**config.mk**
```make
export PLATFORM = sky130hd
export DESIGN_NAME = swm_div
export DESIGN_NICKNAME = d
export VERILOG_FILES = /design/src/hw/rtl/swm_pkg.sv /design/src/hw/rtl/swm_div.sv
export SDC_FILE = /design/constraint.sdc
export NUM_CORES = 1
export LEC_CHECK = 0
export BUFFER_PORTS_ARGS = -buffer_cell sky130_fd_sc_hd__buf_4
export CORE_AREA = 5 5 115 117
export DETAILED_ROUTE_END_ITERATION = 10
export DIE_AREA = 0 0 120 122
export SLEW_MARGIN = 25
export SYNTH_ARGS = -nofsm -noshare
export SYNTH_HDL_FRONTEND = slang
export SYNTH_SLANG_ARGS = --single-unit
```
**constraint.sdc**
```tcl
create_clock -name clk_i -period 5.7 [get_ports clk_i]
set_input_delay 0.855 -clock clk_i [delete_from_list [all_inputs] [get_ports clk_i]]
set_output_delay 0.855 -clock clk_i [all_outputs]
set_load 0.05 [all_outputs]
```
**src/hw/rtl/swm_pkg.sv**
```systemverilog
// Shared types and constants of the summed-area table window mean unit.
`timescale 1ns / 1ps

package swm_pkg;

  // Fixed field widths.
  localparam int unsigned SIDE_W  = 7;   // configuration register width
  localparam int unsigned COORD_W = 6;   // row and col input fields
  localparam int unsigned VAL_W   = 48;  // table entries and the mean
  localparam int unsigned SUM_W   = VAL_W + 1;        // window sum after saturation
  localparam int unsigned ACC_W   = VAL_W + 3;        // signed corner accumulator
  localparam int unsigned DVS_W   = 2 * SIDE_W;       // window_side squared
  localparam int unsigned CNT_W   = $clog2(SUM_W);    // divider step counter
  localparam int unsigned CFG_IDX_W = 2;
  localparam int unsigned POS_W   = SIDE_W + 1;       // row + window_side - 1

  // Configuration register indexes.
  localparam logic [CFG_IDX_W-1:0] CFG_WINDOW_SIDE     = 2'd0;
  localparam logic [CFG_IDX_W-1:0] CFG_TABLE_SIDE      = 2'd1;
  localparam logic [CFG_IDX_W-1:0] CFG_PLACEMENTS_SIDE = 2'd2;

  // Request operations.
  localparam logic OP_LOAD  = 1'b0;
  localparam logic OP_QUERY = 1'b1;

  // Result status codes.
  localparam logic STATUS_OK    = 1'b0;
  localparam logic STATUS_RANGE = 1'b1;

  // Table corners in read order.
  typedef enum logic [1:0] {
    CORNER_BR   = 2'd0,  // bottom-right, added
    CORNER_UP   = 2'd1,  // above the window, subtracted
    CORNER_LEFT = 2'd2,  // left of the window, subtracted
    CORNER_UL   = 2'd3   // above-left, added
  } corner_e;

  typedef enum logic [2:0] {
    ST_IDLE,
    ST_READ,
    ST_LAST,
    ST_DIV_GO,
    ST_DIV_WAIT
  } state_e;

  typedef struct packed {
    logic             start;
    logic [SUM_W-1:0] dividend;
    logic [DVS_W-1:0] divisor;
  } div_req_t;

  typedef struct packed {
    logic             done;
    logic [SUM_W-1:0] quotient;
  } div_rsp_t;

endpackage

```
**src/hw/rtl/swm_div.sv**
```systemverilog
// Restoring divider that produces one quotient bit per cycle.
`timescale 1ns / 1ps

module swm_div (
  input  logic              clk_i,
  input  logic              rst_ni,
  input  swm_pkg::div_req_t req_i,
  output swm_pkg::div_rsp_t rsp_o
);

  import swm_pkg::*;

  logic             run_q, run_d;
  logic             done_q, done_d;
  logic [CNT_W-1:0] cnt_q, cnt_d;
  logic [SUM_W-1:0] quo_q, quo_d;
  logic [DVS_W-1:0] rem_q, rem_d;
  logic [DVS_W-1:0] dvs_q, dvs_d;
  logic [DVS_W:0]   rem_sh;
  logic             fits;

  always_comb begin
    rem_sh = {rem_q, quo_q[SUM_W-1]};
    fits   = rem_sh >= {1'b0, dvs_q};
    run_d  = run_q;
    done_d = 1'b0;
    cnt_d  = cnt_q;
    quo_d  = quo_q;
    rem_d  = rem_q;
    dvs_d  = dvs_q;
    if (req_i.start) begin
      run_d = 1'b1;
      cnt_d = CNT_W'(SUM_W - 1);
      quo_d = req_i.dividend;
      rem_d = '0;
      dvs_d = req_i.divisor;
    end else if (run_q) begin
      // The remainder stays below the divisor, so it fits DVS_W bits.
      rem_d = fits ? DVS_W'(rem_sh - {1'b0, dvs_q}) : rem_sh[DVS_W-1:0];
      quo_d = {quo_q[SUM_W-2:0], fits};
      cnt_d = cnt_q - 1'b1;
      if (cnt_q == '0) begin
        run_d  = 1'b0;
        done_d = 1'b1;
      end
    end
  end

  always_ff @(posedge clk_i or negedge rst_ni) begin
    if (!rst_ni) begin
      run_q  <= 1'b0;
      done_q <= 1'b0;
      cnt_q  <= '0;
    end else begin
      run_q  <= run_d;
      done_q <= done_d;
      cnt_q  <= cnt_d;
    end
  end

  always_ff @(posedge clk_i) begin
    quo_q <= quo_d;
    rem_q <= rem_d;
    dvs_q <= dvs_d;
  end

  assign rsp_o.done     = done_q;
  assign rsp_o.quotient = quo_q;

endmodule
```
Word level (Yosys, flattened, before mapping)
Index checks and enable logic that the tools add are counted.
{"block": "op_classes", "addsub": 2, "multipliers": 0, "div_mod_pow": 0, "magnitude_cmp": 1, "n_eq_ne": 0, "shift": 0, "muxes": 11, "n_bitwise": 0, "n_reduce_logical": 2}
{"op": "$mux W49", "count": 2}
{"op": "$ge A15 B14 Y1", "count": 1}
{"op": "$mux W14", "count": 1}
{"op": "$sub A14 B14 Y14", "count": 1}
{"op": "$mux W6", "count": 2}
{"op": "$logic_not A6 Y1", "count": 1}
{"op": "$mux W1", "count": 6}
{"op": "$sub A6 B1 Y6 const B", "count": 1}
{"op": "$reduce_bool A2 Y1", "count": 1}
{"block": "totals", "ff_bits": 85, "latchBits": 0, "ramBits": 0, "romBits": 0, "in_bits": 66, "out_inout_bits": 50, "word_cells": 22, "n_memories": 0}

Longest topological paths before layout
Gate-level depths: netlist (run 1).
{"block": "logic_depth", "ltp_word": 4, "ltp_mapped": 10, "mapped_depth_nobuf": 10}

Worst setup path before layout (run 1)
No wires, ideal clock.
{"block": "synth_path", "path_type": "register -> register", "startpoint": "register quo_q[48]", "endpoint": "register rem_q[12]", "setup_ns": 0.122, "arrival_ns": 2.477, "required_time_ns": 5.578, "slack_ns": 3.101, "stages_incl_launch_ff": 11, "n_path_buf": 0, "synth_period_minus_slack_ns": 2.599, "path_cell_list": "edfxtp_1 -> inv_1 -> ha_1 -> inv_1 -> fa_1 -> a21o_1 -> a221oi_2 -> nor3_1 -> nor3_1 -> a211oi_1 -> a221o_1"}
{"block": "synth_between", "elab_chain_len": 2, "word_cells_on_any_way": 3, "cone_classes": "1 x add/sub; 1 x order compare; 1 x mux"}
{"element": "start, declared", "line_no": "swm_div.sv:16", "text": "logic [SUM_W-1:0] quo_q, quo_d;"}
{"element": "start signal, assigned", "line_no": "swm_div.sv:62", "text": "quo_q <= quo_d;"}
{"element": "$sub A14 B14 Y14 or $ge A15 B14 Y1 (tied branches)", "line_no": "swm_div.sv:39, swm_div.sv:24"}
{"element": "$mux W14 (*)", "line_no": "swm_div.sv:39", "text": "rem_d = fits ? DVS_W'(rem_sh - {1'b0, dvs_q}) : rem_sh[DVS_W-1:0];"}
{"element": "end signal, assigned", "line_no": "swm_div.sv:63", "text": "rem_q <= rem_d;"}
{"element": "end, declared", "line_no": "swm_div.sv:17", "text": "logic [DVS_W-1:0] rem_q, rem_d;"}
Mark *: on every way between the ends. The rest lies on a longest branch, timed or not.
A chain may end at the register's enable or synchronous reset.

Worst setup path after layout (run 1)
{"block": "layout_path", "startpoint": "input req_i[63] (netlist name)", "endpoint": "register quo_q[43], enable pin"}
{"block": "layout_between", "elab_chain_len": 1}
{"element": "start, declared", "line_no": "swm_div.sv:7", "text": "input swm_pkg::div_req_t req_i,"}
{"element": "$reduce_bool A2 Y1 (no line)"}
No other way between the ends.

==> results of run 1 <==
-- sequential cells by signal, indices dropped and copies added, names as in the netlist --
signal	flops
cnt_q	6
done_q	1
dvs_q	14
quo_q	49
rem_q	14
run_q	1
-- path summary, 6_finish.rpt --
kind	end	slack (ns)	cells past startpoint	from
hold reg to reg	rem_q[10]	0.50	2	rem_q[10]
hold / removal	done_q	0.33	1	rst_ni
max in group asynchronous	cnt_q[3]	5.24	1	rst_ni
setup / recovery	quo_q[43]	2.92	3	req_i[63]
setup reg to reg	rem_q[12]	3.05	10	quo_q[48]
min in group clk_i	rem_q[10]	0.50	2	rem_q[10]
-- cells by family after synthesis --
group,Yosys count,share of synthesized area
adders and majority gates,18,0.0535
DFF,85,0.545
xor gates and xnor gates,10,0.0201
buffers and inverters,40,0.0403
muxes,50,0.129
and+or+nand+nor,78,0.0903
AOI/OAI and AO/OA,68,0.122
-- synth_stat cells (8+ instances only) --
cell type,number,area (µm²)
a21oi_1,8,40.0
clkbuf_1,9,33.8
dfrtp_1,8,200
dfxtp_1,14,280
edfxtp_1,63,1890
ha_1,17,213
inv_1,22,82.6
mux2_2,49,552
nand2_1,15,56.3
nand3_1,9,45.0
nor2_1,25,93.8
o21ai_0,10,50.1
xnor2_1,9,78.8
-- power by group --
group	total, mW	internal [mW]	switching [mW]
logic	0.826	0.329	0.497
registers	0.846	0.774	0.0711
clock network	0.531	0.292	0.239
total	2.20	1.40	0.807
-- area by class of cell --
cell class / count / share of cell area
sequential: 85 / 0.424
tap: 150 / 0.0335
clock inverter: 7 / 0.00737
timing repair buffer: 117 / 0.157
inverter: 22 / 0.0150
multi-input combinational: 224 / 0.323
clock buffer: 9 / 0.0402
-- stage by stage --
| stage | hold slack [ns] | cell area (µm²) | total power [mW] | setup slack (ns) | utilization |
|---|---|---|---|---|---|
| 6_report | 0.330 | 5600 | 2.20 | 2.92 | 0.457 |
| 5_1_grt | 0.330 | 5600 | 2.33 | 2.79 | 0.457 |
| 4_1_cts | 0.320 | 5600 | 2.21 | 2.78 | 0.457 |
| 3_5_place_dp | 0.487 | 5330 | 1.67 | 2.41 | 0.435 |
| 3_3_place_gp | 0.499 | 5330 | 1.67 | 2.50 | 0.434 |
| 2_1_floorplan | 0.453 | 4350 | 1.46 | 3.10 | - |
-- routing by layer --
layer,vias to the layer above,track usage,share of wire
met2,107,0.210,0.46
met4,0,0.0608,0.017
met5,-,0,0
met1,1497,0.171,0.43
li1,1541,-,-
met3,12,0.0539,0.095
==> reports/qor.yml, run 1 <==
crit_path_max_fanout: 83
fin_crit_sh: 0.489
path_cells: "buf_4, nor2_1, clkinv_2"
path_class: "in -> reg"
cts_buffers: 9
grt_overflow: 0
max_slew_margin: 0.333
async_flop_share: 0.0941
core_area_mm2: 0.0123
clock_skew_ns: 0.00601
antenna_found_initial: 0
multi_input_area_mm2: 0.00181
vias_per_cell: 5.14
crit_family: "buffers and inverters"
cp.required_ns: 5.52
routed-via-count: 3157
setup_violations: 0
min_period_ns: 2.78
hold_viol: 0
instances_no_fill: 614
die_area_mm2: 0.0146
crit_path_end_kind: "flop"
regArea_mm2: 0.00237
grt_max_degree: 84
hold_class: "in -> async"
dp_hpwl_um: 7000
antenna_left: 0
yosysUniqueCellTypes: 61
tns_ns: 0
cts_hold_buf: 0
nNetsFinal: 543
p_per_area_mw_per_mm2: 393
leakagePower_nw: 2.35
crit_buf_inv: 2
drv_slew: 0
die_y_um: 122
crit_arrival_ns: 2.60
tightest_slew_ns: 1.00
start_kind: "primary input"
yosys_warnings: 0
gp_congestion: 0.887
ys_ff_latch: 85
htree_levels: 3
cts.clk_slew.worst_paths_ns: 0.06
ir_worst_vdd_v: 0.000170
rsz0062_at_grt: "false"
ctsRootBufferMaster: "clkbuf_16"
fillers: 1121
synth_fp_nets: 433
chipWidth_um: 120
gr-usage-all-layers: 0.137
grt_pass1_wl_um: 15700
layout_commonest_cell: "buf_4"
synth_edf_count: 63
num_rows: 41
syn_avg_cell_area_um2: 12.5
grt_pass1_vias: 3221
insertion_delay_ns: 0.34
dp.cells: 598
cts.sinks: 85
post_cts_buffers: 0
drive_above_1_share: 0.414
route.detailed.drc: 0
fmax_mhz: 359
antennaDiodeCount: 0
syn2layout_area_growth_pct: 28.7
slowest_delay_ns: 0.78
io-pin-count: 116
outcome: "finished, final reports clean"
cts_max_path_buffers: 2
drtIter0Drc: 138
cap_violations: 0
seq_area_frac_synth: 0.545
cts_tree: "yes"
final_cell_mix: "117 x buf_4, 63 x edfxtp_1, 49 x mux2_2, 25 x nor2_1, 21 x inv_1"
initial_utilization: 0.355
wl_per_cell_um: 16.4
netlist_area_mm2: 0.00435
syn_inst: 349
cp_slowest_cell: "clkinv_2"
routed_wl_um: 10000
port_buffers: 115
cts_resized: 0
dr.pass1.iters: 4
synthFlopType: "edfxtp_1"
No activity file was read; power rests on OpenSTA's default activity.
==> inputs of run 2 (changes only) <==
--- a/config.mk
+++ b/config.mk
@@ -5,10 +5,11 @@
 export SDC_FILE = /design/constraint.sdc
 export NUM_CORES = 1
 export LEC_CHECK = 0
+export ABC_AREA = 1
 export BUFFER_PORTS_ARGS = -buffer_cell sky130_fd_sc_hd__buf_4
-export CORE_AREA = 5 5 115 117
+export CORE_AREA = 5 5 117 119
 export DETAILED_ROUTE_END_ITERATION = 10
-export DIE_AREA = 0 0 120 122
+export DIE_AREA = 0 0 122 124
 export SLEW_MARGIN = 25
 export SYNTH_ARGS = -nofsm -noshare
 export SYNTH_HDL_FRONTEND = slang
==> constraint.sdc (replaced) <==
create_clock -name clk_i -period 2.2 [get_ports clk_i]
set_input_delay 0.33 -clock clk_i [delete_from_list [all_inputs] [get_ports clk_i]]
set_output_delay 0.33 -clock clk_i [all_outputs]
set_load 0.05 [all_outputs]
==> run 2 against run 1 <==
Synthesized area is 3.2% higher. Clock power grew to 2.6 times the previous value. Worst hold slack got worse by 0.17 ns. Critical path depth rose by 4. Sequential cell count unchanged. Non-clock buffer count rose by 6. Critical path type is now reg -> reg. Largest cell class unchanged.
==> reports/qor.yml, run 2 <==
clockPowerShare: 0.243  # was 0.241
grt_pass1_wl_um: 18200  # was 15700 µm
rsz0062_at_grt: "false"  # unchanged
p_sw_mw: 2.18  # was 0.807 mW
num_rows: 41  # unchanged
clock_skew_ns: 0.00862  # was 0.00601 ns
final_cell_mix: "241 x nand2_1, 121 x buf_4, 63 x edfxtp_1, 48 x inv_1, 24 x nor2_1"  # was 117 x buf_4, 63 x edfxtp_1, 49 x mux2_2, 25 x nor2_1, 21 x inv_1
antennaDiodeCount: 0  # unchanged
switching_share: 0.385  # was 0.366
antenna_left: 0  # unchanged
gp_congestion: 0.903  # was 0.887
synth_fp_nets: 612  # was 433
chipWidth_um: 122  # was 120 µm
power_frac_seq: 0.375  # was 0.384
crit_arrival_ns: 2.22  # was 2.60 ns
cp.required_ns: 2.43  # was 5.52 ns
min_period_ns: 1.99
fillers: 1226  # was 1121
cts_buffers: 9  # unchanged
dr.pass1.iters: 4  # unchanged
synth.most_common_cell: "nand2_1"  # was edfxtp_1
hold_viol: 0  # unchanged
crit_path_end_kind: "flop"  # unchanged
netlist_top_cells_count: "241 x nand2_1, 63 x edfxtp_1, 49 x inv_1"  # was 63 x edfxtp_1, 49 x mux2_2, 25 x nor2_1
cap_violations: 0  # unchanged
pwr-share-comb: 0.382  # was 0.375
regArea_mm2: 0.00237  # unchanged
tightest_slew_ns: 0.512  # was 1.00 ns
outcome: "finished, final reports clean"  # unchanged
path_cells: "ha_1, a21oi_1, nand2_1, a21oi_4, nand3_2, nor2_1, o21ai_1"  # was buf_4, nor2_1, clkinv_2
synth_edf_count: 63  # unchanged
yosys.area.top_type: "edfxtp_1"  # unchanged
yosys_warnings: 0  # unchanged
syn_inst: 528  # was 349
regMostFlops: "quo_q"  # unchanged
p_per_area_mw_per_mm2: 968  # was 393 mW/mm²
syn2layout_area_growth_pct: 30.1  # was 28.7%
initial_utilization: 0.360  # was 0.355
synth.area.top_cells: "edfxtp_1 42%, nand2_1 20%, dfxtp_1 6.2%"  # was edfxtp_1 43%, mux2_2 13%, dfxtp_1 6.4%
drtIter0Drc: 210  # was 138
start_kind: "flop"  # was primary input
final_util: 0.469  # was 0.457
cts.clk_slew.worst_paths_ns: 0.06  # about the same
htree_levels: 3  # unchanged
tns_ns: 0  # unchanged
io-pin-count: 116  # unchanged
post_cts_buffers: 0  # unchanged
cts.sinks: 85  # unchanged
grt_overflow: 0  # unchanged
largest_register_ffs: 49  # unchanged
syn_avg_cell_area_um2: 8.51  # was 12.5 µm²
max_slew_margin: 0.658  # was 0.333
crit_path_max_fanout: 13  # was 83
cp_slowest_cell: "ha_1"  # was clkinv_2
drv_slew: 0  # unchanged
insertion_delay_ns: 0.34  # about the same
fin_crit_sh: 0.906
cts_tree: "yes"  # unchanged
setup_violations: 0  # unchanged
routed-via-count: 3775  # was 3157
yosysUniqueCellTypes: 35  # was 61
gr-usage-all-layers: 0.154  # was 0.137
drive_above_1_share: 0.261  # was 0.414
synthFlopType: "edfxtp_1"  # unchanged
wl_per_cell_um: 13.8  # was 16.4 µm
vias_per_cell: 4.58  # was 5.14
port_buffers: 115  # unchanged
layout_commonest_cell: "nand2_1"  # was buf_4
slowest_delay_ns: 0.37  # was 0.78 ns
route.detailed.drc: 0  # unchanged
die_y_um: 124  # was 122 µm
ys_ff_latch: 85  # unchanged
die_area_mm2: 0.0151  # was 0.0146 mm²
grt_max_degree: 40  # was 84
internal-power_mw: 3.48  # was 1.40 mW
multi_input_area_mm2: 0.00187  # was 0.00181 mm²
ir_worst_vdd_v: 0.000440  # was 0.000170 V
path_class: "reg -> reg"  # was in -> reg
antenna_found_initial: 0  # unchanged
leakagePower_nw: 2.95  # was 2.35 nW
top_regs: "quo_q x49, dvs_q x14, rem_q x14"  # unchanged
dp_hpwl_um: 8320  # was 7000 µm
netlist_area_mm2: 0.00449  # was 0.00435 mm²
routed_wl_um: 11400  # was 10000 µm
seq_area_frac_synth: 0.528  # was 0.545
yosysTopAreaCellShare: 0.421  # was 0.435
hold_class: "in -> reg"  # was in -> async
ctsRootBufferMaster: "clkbuf_16"  # unchanged
grt_pass1_vias: 3765  # was 3221
async_flop_share: 0.0941  # unchanged
fmax_mhz: 502
core_area_mm2: 0.0125  # was 0.0123 mm²
cts_max_path_buffers: 2  # unchanged
nNetsFinal: 731  # was 543
run 2: worst paths after layout:
check	from	endpoint	slack, ns	cells after the start
worst max-delay path	rem_q[9]	rem_q[2]	0.21	7
worst min-delay path	req_i[13]	dvs_q[13]	0.16	1
worst max register to register	rem_q[9]	rem_q[2]	0.21	7
worst min register to register	rem_q[12]	rem_q[12]	0.48	2
max in group asynchronous	rst_ni	run_q	1.73	2
min in group asynchronous	rst_ni	cnt_q[1]	0.34	2
run 2: stage by stage:
step	instance area, µm²	total power [mW]	hold WS [ns]	worst slack, ns	std cells
detailed placement	5550	4.27	0.154	0.155	806
global route	5850	6.04	0.145	0.0257	824
finish	5850	5.66	0.162	0.207	824
CTS	5830	5.68	0.145	0.152	823
global placement	5550	4.25	0.150	0.158	806
floorplan	4490	3.75	0.0344	0.0449	528
run 2: logic make-up after synthesis:
logic type	after synthesis	synth area share
AND/OR/NAND/NOR	328	0.313
AO/OA/AOI/OAI	24	0.0329
XOR/XNOR	7	0.0136
adder cells (fa/ha/maj)	18	0.0518
flip-flops	85	0.528
buffers and inverters	66	0.0602
run 2: final cells by class:
cell class	count	area share
Tap cell	172	0.0368
Clock inverter	4	0.00471
Sequential cell	85	0.406
Inverter	50	0.0321
Clock buffer	12	0.0405
Timing Repair Buffer	123	0.161
Multi-Input combinational cell	378	0.320
run 2: worst max-delay path, delay by kind of cell (launching register included):
family                     cells  cell delay [ns]
AOI/OAI and AO/OA              3             0.53
adders and majority gates      1             0.37
DFF                            1             0.33
and+or+nand+nor                3             0.64
run 2: power by group through the flow:
stage,clock network [mW],logic [mW],registers [mW]
after detailed placement,0,2.12,2.15
after CTS,1.42,2.13,2.13
after global routing,1.48,2.40,2.15
final,1.37,2.16,2.12
after global placement,0,2.09,2.15
after floorplan,0,1.30,2.45
run 2: what timing repair did:
action	CTS	global route
gates resized for setup	0	2
endpoints found under the hold margin	8	0
endpoints found under the setup margin	0	6
hold buffers	1	0
run 2: per-layer routing:
metal  vias to the layer above  GRT usage  share of wire  routed length (µm)
met4                         0     0.0560          0.018                 208
met1                      1706      0.190           0.43                4880
met5                         -          0              0                   0
met3                        17     0.0781           0.11                1280
li1                       1922          -              -                   -
met2                       130      0.232           0.44                5010
